**src/rtl/core/gaussian_fitness_product_core_assert.svh**
```systemverilog
// assertion helpers for the fitness product core
`ifndef GAUSSIAN_FITNESS_PRODUCT_CORE_ASSERT_SVH
`define GAUSSIAN_FITNESS_PRODUCT_CORE_ASSERT_SVH
`ifndef SYNTH
`define GFP_ASSERT_IMP(lbl, ante, cons) \
  lbl: assert property (@(posedge clk) disable iff (rst) (ante) |-> (cons)) \
    else $error("fitness core check failed");
`define GFP_ASSERT_NEXT(lbl, ante, cons) \
  lbl: assert property (@(posedge clk) disable iff (rst) (ante) |=> (cons)) \
    else $error("fitness core sequence check failed");
`else
`define GFP_ASSERT_IMP(lbl, ante, cons)
`define GFP_ASSERT_NEXT(lbl, ante, cons)
`endif
`endif

```
**src/rtl/core/gfp_pkg.sv**
```systemverilog
package gfp_pkg;

  localparam logic [30:0] Q30_ONE = 31'h4000_0000;
  localparam logic [31:0] Q31_ONE = 32'h8000_0000;
  // floor(x/6) == (x * DIV6_MUL) >> 20 for x < 2^19
  localparam logic [17:0] DIV6_MUL = 18'd174763;

  localparam logic [1:0] REG_STRENGTH = 2'd0;
  localparam logic [1:0] REG_INV_SIGMA = 2'd1;

  localparam logic [3:0] LSTEP_IDLE  = 4'd0;
  localparam logic [3:0] LSTEP_TAB0  = 4'd7;
  localparam logic [3:0] LSTEP_LAST  = 4'd14;

  typedef struct packed {
    logic        done;
    logic [30:0] g;
  } gauss_res_t;

  // exp(-2^i/16), Q0.30
  function automatic logic [31:0] exp_tab(input logic [2:0] i);
    logic [31:0] v;
    case (i)
      3'd0: v = 32'd1008687093;
      3'd1: v = 32'd947573834;
      3'd2: v = 32'd836230973;
      3'd3: v = 32'd651257337;
      3'd4: v = 32'd395007542;
      3'd5: v = 32'd145315154;
      3'd6: v = 32'd19666267;
      3'd7: v = 32'd360200;
      default: v = 32'd0;
    endcase
    return v;
  endfunction

endpackage

```
**src/rtl/core/gfp_gauss_lane.sv**
```systemverilog
module gfp_gauss_lane import gfp_pkg::*; (
  input  logic        clk,
  input  logic        rst,
  input  logic        start,
  input  logic [16:0] allele,
  input  logic [16:0] optimum,
  input  logic [23:0] inv_sigma,
  output gauss_res_t  res
);

  logic [3:0]  step;
  logic [16:0] mag;
  logic [64:0] p;
  logic [7:0]  m;
  logic [25:0] r;
  logic [21:0] r2;
  logic [30:0] g;
  logic        zero;

  logic [33:0] opa;
  logic [31:0] opb;
  logic [64:0] p_c;
  logic [2:0]  idx;
  logic [25:0] r_c;
  logic [21:0] r2_c;
  logic [17:0] r3_c;
  logic [17:0] div_c;

  assign idx   = 3'(step - LSTEP_TAB0);
  assign r_c   = p[43:18];
  assign r2_c  = p[51:30];
  assign r3_c  = p[47:30];
  assign div_c = p[37:20];

  // one shared multiplier, operands chosen by step
  always_comb begin
    opa = '0;
    opb = '0;
    case (step)
      4'd1: begin opa = {17'd0, mag}; opb = {15'd0, mag}; end
      4'd2: begin opa = p[33:0]; opb = {8'd0, inv_sigma}; end
      4'd3: begin opa = {8'd0, r_c}; opb = {6'd0, r_c}; end
      4'd4: begin opa = {12'd0, r2_c}; opb = {6'd0, r}; end
      4'd5: begin opa = {16'd0, r3_c}; opb = {14'd0, DIV6_MUL}; end
      default: begin opa = {3'd0, g}; opb = exp_tab(idx); end
    endcase
  end

  assign p_c = 65'(opa) * 65'(opb);

  always_ff @(posedge clk) begin
    if (rst) begin
      step <= LSTEP_IDLE;
    end else if (step == LSTEP_IDLE) begin
      if (start) step <= 4'd1;
    end else if (step == LSTEP_LAST) begin
      step <= LSTEP_IDLE;
    end else begin
      step <= step + 4'd1;
    end
  end

  always_ff @(posedge clk) begin
    p <= p_c;
    case (step)
      LSTEP_IDLE: begin
        mag  <= (allele >= optimum) ? (allele - optimum) : (optimum - allele);
        zero <= 1'b0;
      end
      4'd3: begin
        zero <= (p[64:52] != '0);
        m    <= p[51:44];
        r    <= r_c;
      end
      4'd4: r2 <= r2_c;
      4'd6: g <= Q30_ONE - {5'd0, r} + {10'd0, r2[21:1]} - {13'd0, div_c};
      default: begin
        if (step >= LSTEP_TAB0 && m[idx]) g <= p_c[60:30];
      end
    endcase
  end

  assign res.done = (step == LSTEP_LAST);
  assign res.g    = zero ? '0 : (m[7] ? p_c[60:30] : g);

endmodule

```
**config.mk**
```make
export PLATFORM = sky130hd
export DESIGN_NAME = gfp_gauss_lane
export DESIGN_NICKNAME = d
export VERILOG_FILES = /design/src/rtl/core/gaussian_fitness_product_core_assert.svh /design/src/rtl/core/gfp_pkg.sv /design/src/rtl/core/gfp_gauss_lane.sv
export SDC_FILE = /design/constraint.sdc
export NUM_CORES = 2
export LEC_CHECK = 0
export BUFFER_PORTS_ARGS = -buffer_cell sky130_fd_sc_hd__buf_4
export CORE_ASPECT_RATIO = 1.25
export CORE_MARGIN = 3
export CORE_UTILIZATION = 44
export CTS_CLUSTER_SIZE = 30
export DETAILED_ROUTE_END_ITERATION = 10
export SYNTH_ARGS = -nofsm -noshare
export SYNTH_HDL_FRONTEND = slang
export SYNTH_SLANG_ARGS = --single-unit
```
**constraint.sdc**
```tcl
create_clock -name clk -period 13.1 [get_ports clk]
set_input_delay 2.62 -clock clk [delete_from_list [all_inputs] [get_ports clk]]
set_output_delay 2.62 -clock clk [all_outputs]
set_load 0.02 [all_outputs]
```
==> reports/qor.yml <==
sta:
  drv_slew: 0
  fin_crit_sh_pct: 101
  relSlewSlack_pct: 11.0
  hold_viol_final: 0
  clock_skew_ns: 0.0111
  worstMarginPinSlew_ns: 1.33
  period_minus_slack_ns: 13.20
  fin_tns_setup_ns: -0.350
  rsz0062_at_grt: "yes"
  timing.final.ws_setup_ns: -0.102
  fmax_mhz: 75.7
  setup_viol: 8
  hold-worst-slack_ns: 0.469
critical_path:
  critPathMaxStageDelay_ns: 0.59
  crit_top_cell: "fa_1"
  crit_path_start_kind: "input port"
  path_class: "in -> out"
  endpoint_kind: "output pin"
  arrival_ns: 10.58
  worstPathRequired_ns: 10.48
  cpMaxStageDelayCell: "fa_1"
  crit_fanout: 6
clocking:
  htree_levels: 4
  clk_pin_slew_ns: 0.07
  numCtsBuffers: 17
  cts_tree: "done"
  clock_latency_ns: 0.45
  cts_buffer_depth: 2
  hold_buffers: 0
  cts_sinks: 173
  cts_root_buffer: "clkbuf_16"
die:
  core_um2: 99400
  die_area_um2: 105000
  ios: 93
  fp.dieW_um: 290
  die_h_um: 361
  initial_core_util_pct: 44.6
  row_count: 129
synthesis:
  yosysSeqAreaShare_pct: 10.2
  synth.yosys.warnings: 0
  ys_seq_elements: 173
  syn_inst: 5019
  synth_flop_cell: "edfxtp_1"
  avgSynthCellArea_um2: 8.83
  synth_edf_count: 104
  synth_cell_types: 99
  synth_area_um2: 44300
  async_reset_ff_share_pct: 0
placed_design:
  dp_hpwl_mm: 148
  gp_congestion: 0.977
  port_buffers: 92
finish:
  final_util_pct: 52.2
  drive_gt1_share_pct: 17.0
  area_growth_pct: 17.1
  final.fill_count: 9511
  layout_commonest_cell: "inv_1"
  regArea_um2: 4500
  final_cell_mix: "inv_1 (1,087), fa_1 (874), nand2_1 (622), nor2_1 (580), buf_4 (532)"
  nets: 6734
  multiInputGateArea_um2: 35800
grt:
  track_usage_pct: 34.7
  grt_pass1_wl_mm: 262
  grt_overflow: 0
  grt_max_degree: 53
  grt_pass1_vias: 39500
  antenna_found_initial: 1
run:
  max-cap-violations: 0
detailed_routing:
  drcViolationCount: 0
  vias_per_cell: 5.59
  first_iter_violations: 3458
  drtPass1Iterations: 5
  drt_wl_total_mm: 179
  vias: 37600
  ant_nets: 0
  routedWlPerCell_um: 26.6
worst_hold_path:
  hp-class: "reg -> reg"
outcome:
  outcome: "finished with violations"
  violations: "setup timing"
cells in the mapped netlist (20+ instances only):
| library cell | n | share of area, % |
|---|---|---|
| o21bai_1 | 24 | 0.41 |
| a221o_1 | 23 | 0.52 |
| nand3_1 | 39 | 0.44 |
| o21ai_0 | 102 | 1.2 |
| a211oi_1 | 20 | 0.34 |
| dfxtp_1 | 69 | 3.1 |
| nor2_1 | 596 | 5.1 |
| nand2b_1 | 28 | 0.40 |
| xor2_1 | 35 | 0.69 |
| ha_1 | 355 | 10 |
| xnor2_1 | 63 | 1.2 |
| mux2i_1 | 25 | 0.56 |
| fa_1 | 914 | 41 |
| edfxtp_1 | 104 | 7.1 |
| o21a_1 | 29 | 0.49 |
| a31oi_1 | 23 | 0.32 |
| and3_1 | 32 | 0.45 |
| nand2_1 | 632 | 5.4 |
| inv_1 | 1101 | 9.3 |
| clkbuf_1 | 115 | 0.97 |
| and2_1 | 39 | 0.55 |
| nand4_1 | 25 | 0.35 |
| buf_2 | 98 | 1.1 |
| a21oi_1 | 132 | 1.5 |
| a21o_1 | 51 | 0.86 |
| a22oi_1 | 31 | 0.53 |
| nor3_1 | 31 | 0.35 |
kinds of logic (layout without fill, tap and decap cells):
logic type / after synthesis / in the layout / share of synthesized area (%)
simple gates: 1495 / 1495 / 14.2
flops: 173 / 173 / 10.2
buf+inv: 1359 / 1746 / 12.1
fa+ha+maj: 1270 / 1270 / 51.4
xor+xnor: 98 / 98 / 1.94
other cells: 2 / 14 / 0.0170
compound gates: 588 / 588 / 9.35
mux: 34 / 34 / 0.845
path summary, 6_finish.rpt:
path                                    from       to  slack [ns]  cells past startpoint
worst min-delay path                   p[49]   r2[19]        0.47                      0
worst max register to register       step[0]    g[30]        2.70                     32
worst max-delay path            inv_sigma[8]  res[30]       -0.10                     29
worst min register to register         p[49]   r2[19]        0.47                      0
per-stage QoR:
stage               instance area, um^2  std cells  worst slack (ns)
detailed placement                49500       6649            -0.577
CTS                               50800       6698           -0.0616
global placement                  49500       6649            -0.609
global route                      51900       6727            -0.299
finish                            51900       6728            -0.102
floorplan                         44300       5030             0.132
registers in the layout, summed over array words and instances, names as in the netlist:
name	cells
r	26
p	65
m	8
g	31
step	4
r2	21
zero	1
mag	17
worst max-delay path: cells and delay by family:
| family | cells | cell delay, ns |
|---|---|---|
| compound gates | 8 | 1.60 |
| simple gates | 3 | 0.61 |
| fa+ha+maj | 9 | 4.52 |
| buf+inv | 9 | 1.21 |
per-layer routing:
layer	vias to the layer above	global-route usage [%]	share of wire, %
met4	0	19.7	7.5
met1	19100	45.2	38
met2	1870	55.6	46
met5	-	0	0
li1	16100	-	-
met3	513	4.54	7.8
layout make-up:
class / count / area share (%)
multi-input cells: 3498 / 69.1
inverters: 1102 / 7.98
diodes: 1 / 0.00482
flip-flops and latches: 173 / 8.68
clock inverters: 12 / 0.142
clock buffers: 20 / 0.842
repair buffers: 612 / 10.1
well taps: 1310 / 3.16
what timing repair did:
item	4_1_cts	5_1_grt
pin swaps	66	121
resized for setup	122	195
gates cloned	2	1
buffers inserted	16	32
setup endpoints to repair	30	31
Power is not shown: default switching activity piles up to over one toggle a cycle in this logic, so the estimate is an artifact.
