==> config.mk <==
export PLATFORM = sky130hd
export DESIGN_NAME = gfp_merge
export DESIGN_NICKNAME = d
export VERILOG_FILES = /design/src/rtl/core/gaussian_fitness_product_core_assert.svh /design/src/rtl/core/gfp_pkg.sv /design/src/rtl/core/gfp_merge.sv
export SDC_FILE = /design/constraint.sdc
export NUM_CORES = 2
export LEC_CHECK = 0
export ABC_AREA = 1
export BUFFER_PORTS_ARGS = -buffer_cell sky130_fd_sc_hd__buf_4
export CORE_ASPECT_RATIO = 0.8
export CORE_UTILIZATION = 60
export CTS_BUF_LIST = sky130_fd_sc_hd__clkbuf_8 sky130_fd_sc_hd__clkbuf_16
export CTS_CLUSTER_SIZE = 20
export DETAILED_ROUTE_END_ITERATION = 8
export PLACE_DENSITY = 0.8
export SETUP_SLACK_MARGIN = 0.2
export SLEW_MARGIN = 5
export SYNTH_ARGS = -nofsm -noshare
export SYNTH_HDL_FRONTEND = slang
export SYNTH_SLANG_ARGS = --single-unit
==> constraint.sdc <==
create_clock -name clk -period 19.4 [get_ports clk]
set_clock_uncertainty 0.05 [all_clocks]
set_input_delay 3.88 -clock clk [delete_from_list [all_inputs] [get_ports clk]]
set_output_delay 3.88 -clock clk [all_outputs]
set_load 0.01 [all_outputs]
==> src/rtl/core/gaussian_fitness_product_core_assert.svh <==
// assertion helpers for the fitness product core
`ifndef GAUSSIAN_FITNESS_PRODUCT_CORE_ASSERT_SVH
`define GAUSSIAN_FITNESS_PRODUCT_CORE_ASSERT_SVH
`ifndef SYNTH
`define GFP_ASSERT_IMP(lbl, ante, cons) \
  lbl: assert property (@(posedge clk) disable iff (rst) (ante) |-> (cons)) \
    else $error("fitness core check failed");
`define GFP_ASSERT_NEXT(lbl, ante, cons) \
  lbl: assert property (@(posedge clk) disable iff (rst) (ante) |=> (cons)) \
    else $error("fitness core sequence check failed");
`else
`define GFP_ASSERT_IMP(lbl, ante, cons)
`define GFP_ASSERT_NEXT(lbl, ante, cons)
`endif
`endif

==> src/rtl/core/gfp_pkg.sv <==
package gfp_pkg;

  localparam logic [30:0] Q30_ONE = 31'h4000_0000;
  localparam logic [31:0] Q31_ONE = 32'h8000_0000;
  // floor(x/6) == (x * DIV6_MUL) >> 20 for x < 2^19
  localparam logic [17:0] DIV6_MUL = 18'd174763;

  localparam logic [1:0] REG_STRENGTH = 2'd0;
  localparam logic [1:0] REG_INV_SIGMA = 2'd1;

  localparam logic [3:0] LSTEP_IDLE  = 4'd0;
  localparam logic [3:0] LSTEP_TAB0  = 4'd7;
  localparam logic [3:0] LSTEP_LAST  = 4'd14;

  typedef struct packed {
    logic        done;
    logic [30:0] g;
  } gauss_res_t;

  // exp(-2^i/16), Q0.30
  function automatic logic [31:0] exp_tab(input logic [2:0] i);
    logic [31:0] v;
    case (i)
      3'd0: v = 32'd1008687093;
      3'd1: v = 32'd947573834;
      3'd2: v = 32'd836230973;
      3'd3: v = 32'd651257337;
      3'd4: v = 32'd395007542;
      3'd5: v = 32'd145315154;
      3'd6: v = 32'd19666267;
      3'd7: v = 32'd360200;
      default: v = 32'd0;
    endcase
    return v;
  endfunction

endpackage

==> src/rtl/core/gfp_merge.sv <==
module gfp_merge import gfp_pkg::*; (
  input  logic        clk,
  input  logic        rst,
  input  gauss_res_t  res_a,
  input  gauss_res_t  res_b,
  input  logic [31:0] sw30,
  input  logic        last,
  output logic        finish,
  output logic        out_valid,
  input  logic        out_ready,
  output logic [31:0] fitness
);

  logic [2:0]  step;
  logic [30:0] g_a;
  logic [30:0] g_b;
  logic [31:0] prod;
  logic [62:0] p;
  logic [31:0] opa;
  logic [30:0] opb;
  logic [32:0] s;
  logic [30:0] factor;
  logic        can_out;

  assign s       = p[62:30];
  assign factor  = (s >= {2'd0, Q30_ONE}) ? '0 : 31'(33'(Q30_ONE) - s);
  assign can_out = !out_valid || out_ready;
  assign finish  = (step == 3'd5) && (!last || can_out);

  always_comb begin
    case (step)
      3'd1: begin opa = sw30; opb = g_a; end
      3'd3: begin opa = sw30; opb = g_b; end
      default: begin opa = prod; opb = factor; end
    endcase
  end

  always_ff @(posedge clk) begin
    if (rst) begin
      step      <= '0;
      out_valid <= 1'b0;
      prod      <= Q31_ONE;
    end else begin
      if (out_valid && out_ready) out_valid <= 1'b0;
      case (step)
        3'd0: if (res_a.done) step <= 3'd1;
        3'd3: begin prod <= p[61:30]; step <= 3'd4; end
        3'd5: begin
          if (finish) begin
            step <= '0;
            if (last) begin
              prod      <= Q31_ONE;
              out_valid <= 1'b1;
            end else begin
              prod <= p[61:30];
            end
          end
        end
        default: step <= step + 3'd1;
      endcase
    end
  end

  always_ff @(posedge clk) begin
    if (step == 3'd0 && res_a.done) begin
      g_a <= res_a.g;
      g_b <= res_b.g;
    end
    if (step != 3'd5) p <= 63'(opa) * 63'(opb);
    if (finish && last) fitness <= p[61:30];
  end

endmodule

==> results.md <==
- Status: completed
- EDFF count, synth: about 130
- Post-Syn Nets: slightly below 6000
- Fin. max-slew vios: 0
- Synthesized cell area: 38700 µm²
- Synthesized area per cell: between 8 and 9 µm²
- CTS buffer count: 17
- CP max stage delay: 1.00 ns
- Worst-path maximum fanout: 18
- Num rows: between 80 and 90
- Vert. Die Dim: approximately 230 µm
- Via/cell ratio: about 5.9
- Worst-margin pin slew: approximately 1.2 ns
- Number of global-route vias before repair: roughly 34000
- Clk_lat worst skew: around 0.44 ns
- Synth area leader: fa_1
- DRT antenna net count: 0
- RSZ-0062 raised after global routing: no
- Clock sinks: roughly 160
- Total Wirelength: ~130000 µm
- CP required: between 15 and 20 ns
- Final hold vios: 0
- Crit path buf inv count: 5
- Crit Path Category: input port to register
- Number of I/O port buffers: approximately 130
- Seq/Total Area, Yosys: 0.117
- Max Clk Rate: ~82 MHz
- Fraction of layout cells with a size suffix above 1: 0.0657
- Post-DP HPWL: roughly 100000 µm
- Slew margin rel.: 0.183
- H-tree levels: 4
- Hold EP: prod[18]
- Total global routing overflow: 0
- Die area: 65600 µm²
- CP endpoint kind: register
- Pre-Repair DR Iteration Count: 8
- Syn-to-layout area delta: 6.39%
- Largest net degree at the start of global routing: 63
- Placer Congestion: 1.07
- GRT Resource Usage Total: 0.410
- Minimum clock period: ~12 ns
- Via count: around 32000
- Post-synthesis cell count: between 4000 and 5000
- Nets@finish: between 5000 and 6000
- Worst r2r dst: p[58]
- Setup violations, final: 0
- Post-route setup TNS: 0 ns
- Root buf cell: clkbuf_16
- Max-Cap Viols: 0
- WL/cell: about 24 µm
- Hold Startpoint: prod[18]
- First-pass GRT wire length: 198000 µm
- Post-synth ARST share: 0
- Initial Util: 0.613
- Worst R2R Start: step[0]
- Slowest CP cell: clkinv_1
- CP most frequent cell: fa_1
- Yosys cell types: 55
- HP Class: register to register
- DR iter-0 viols: between 3000 and 4000
- Top cells by area, synth: fa_1 45%, inv_1 10%, edfxtp_1 9.8%
- Core Box Area: 63200 µm²
- Startpoint type of the worst setup path: input port
- Clk pin slew, worst setup/hold paths: ~0.07 ns
- Post-CTS Setup Repair Bufs: 0
- Gates resized, CTS repair: 0
- Post-synth top area share: 0.447
- Part of the cycle the worst path needs: 0.628
- Delay-heaviest family, CP: adder cells
- Reg2reg setup slack: roughly 8.6 ns
- Top_reg_cell synth: edfxtp_1
- Max clock buf depth: 2
- Initial antenna violation count: 1
- Crit path arrival time: 12.33 ns
- Ports: 134
- # DRC: 0
- Reg2Reg Depth: 28
- Die width: about 290 µm
- Warning count from the yosys run: 0
- CTS tree: done
- Hold Crit Depth: 2
- Hold Buf Count CTS: 0
- Yosys reg bits: approximately 160
[worst reg2reg max path, delay by kind of cell (launching register included)]
kind / cells / cell delay [ns]
buffers and inverters: 5 / 1.20
flip-flops: 1 / 0.38
adder cells (fa/ha/maj): 11 / 4.65
AND/OR/NAND/NOR: 7 / 2.47
AO/OA/AOI/OAI: 5 / 1.79
[per-layer routing]
| metal | share of wire | vias to the layer above | track usage |
|---|---|---|---|
| li1 | - | 13600 | - |
| met1 | 0.38 | 16100 | 0.555 |
| met2 | 0.43 | 2143 | 0.601 |
| met3 | 0.14 | 445 | 0.139 |
| met4 | 0.052 | 0 | 0.182 |
| met5 | 0 | - | 0 |
[worst max-delay path by stage]
stage	start	end	slack, ns	cells past startpoint
finish	sw30[15]	p[58]	7.21	25
global route	sw30[15]	p[58]	7.14	26
CTS	sw30[15]	p[58]	7.52	25
detailed placement	sw30[15]	p[58]	7.06	25
global placement	sw30[15]	p[58]	7.18	25
floorplan	sw30[13]	p[54]	8.94	31
[state kept, by name, summed over array words and instances, names as in the netlist]
name,flops
p,33
fitness,32
prod,32
g_a,31
g_b,31
step,3
out_valid,1
[through the flow]
step	util	std cells	worst slack (ns)	hold slack (ns)	area [µm²]
2_1_floorplan	-	4574	8.94	0.386	38700
3_3_place_gp	0.642	5434	7.18	0.396	40600
3_5_place_dp	0.642	5434	7.06	0.403	40600
4_1_cts	0.652	5466	7.52	0.413	41200
5_1_grt	0.652	5466	7.14	0.427	41200
6_report	0.652	5469	7.21	0.412	41200
[layout make-up]
type,instances,area [µm²]
Antenna cell,3,7.51
Clock buffer,17,425
Clock inverter,15,198
Fill cell,5247,22000
Inverter,1085,4070
Multi-Input combinational cell,3147,29400
Sequential cell,163,4530
Tap cell,840,1050
Timing Repair Buffer,199,1490
[cells by family (layout without fill, tap and decap cells)]
family	after synthesis	after routing	share of synthesized area
simple gates	1650	1650	0.170
other cells	0	3	0
flops	163	163	0.117
fa+ha+maj	1123	1123	0.530
xor+xnor	22	22	0.00498
compound gates	352	352	0.0525
buf+inv	1264	1316	0.125
[placed cells by master, fill, tap and decap left out, types with 15 or more instances in the layout]
| master | synthesis | layout |
|---|---|---|
| a22o_1 | 16 | 16 |
| nand3_1 | 133 | 133 |
| nand2_1 | 797 | 795 |
| buf_4 | 3 | 199 |
| a31oi_1 | 19 | 19 |
| dfxtp_1 | 36 | 36 |
| o21ai_0 | 83 | 73 |
| a21oi_1 | 151 | 151 |
| edfxtp_1 | 127 | 127 |
| nand2_2 | 18 | 19 |
| nor3_1 | 17 | 17 |
| ha_1 | 258 | 258 |
| fa_1 | 865 | 865 |
| inv_1 | 1048 | 1050 |
| nor2_1 | 646 | 644 |
| clkbuf_16 | 0 | 17 |
| o21ai_1 | 19 | 22 |
| clkinv_1 | 16 | 16 |
| xor2_1 | 15 | 15 |
| inv_2 | 21 | 21 |
[cell usage after synthesis, drive strengths merged, types with 6 or more instances]
master,n
edfxtp,127
o21bai,6
a21o,10
ha,258
o21a,14
dfxtp,36
fa,865
nor4,8
xnor2,7
nand4,9
clkbuf,129
a31oi,19
xor2,15
inv,1069
o211ai,7
nand2,816
clkinv,16
a22o,16
a21oi,152
nand3,135
o21ai,111
nor3,18
nor2,653
buf,50
a21boi,7
Power is left out: the tool's default activity adds up to more than one toggle a clock period on the data nets, which glitch-free logic cannot reach.
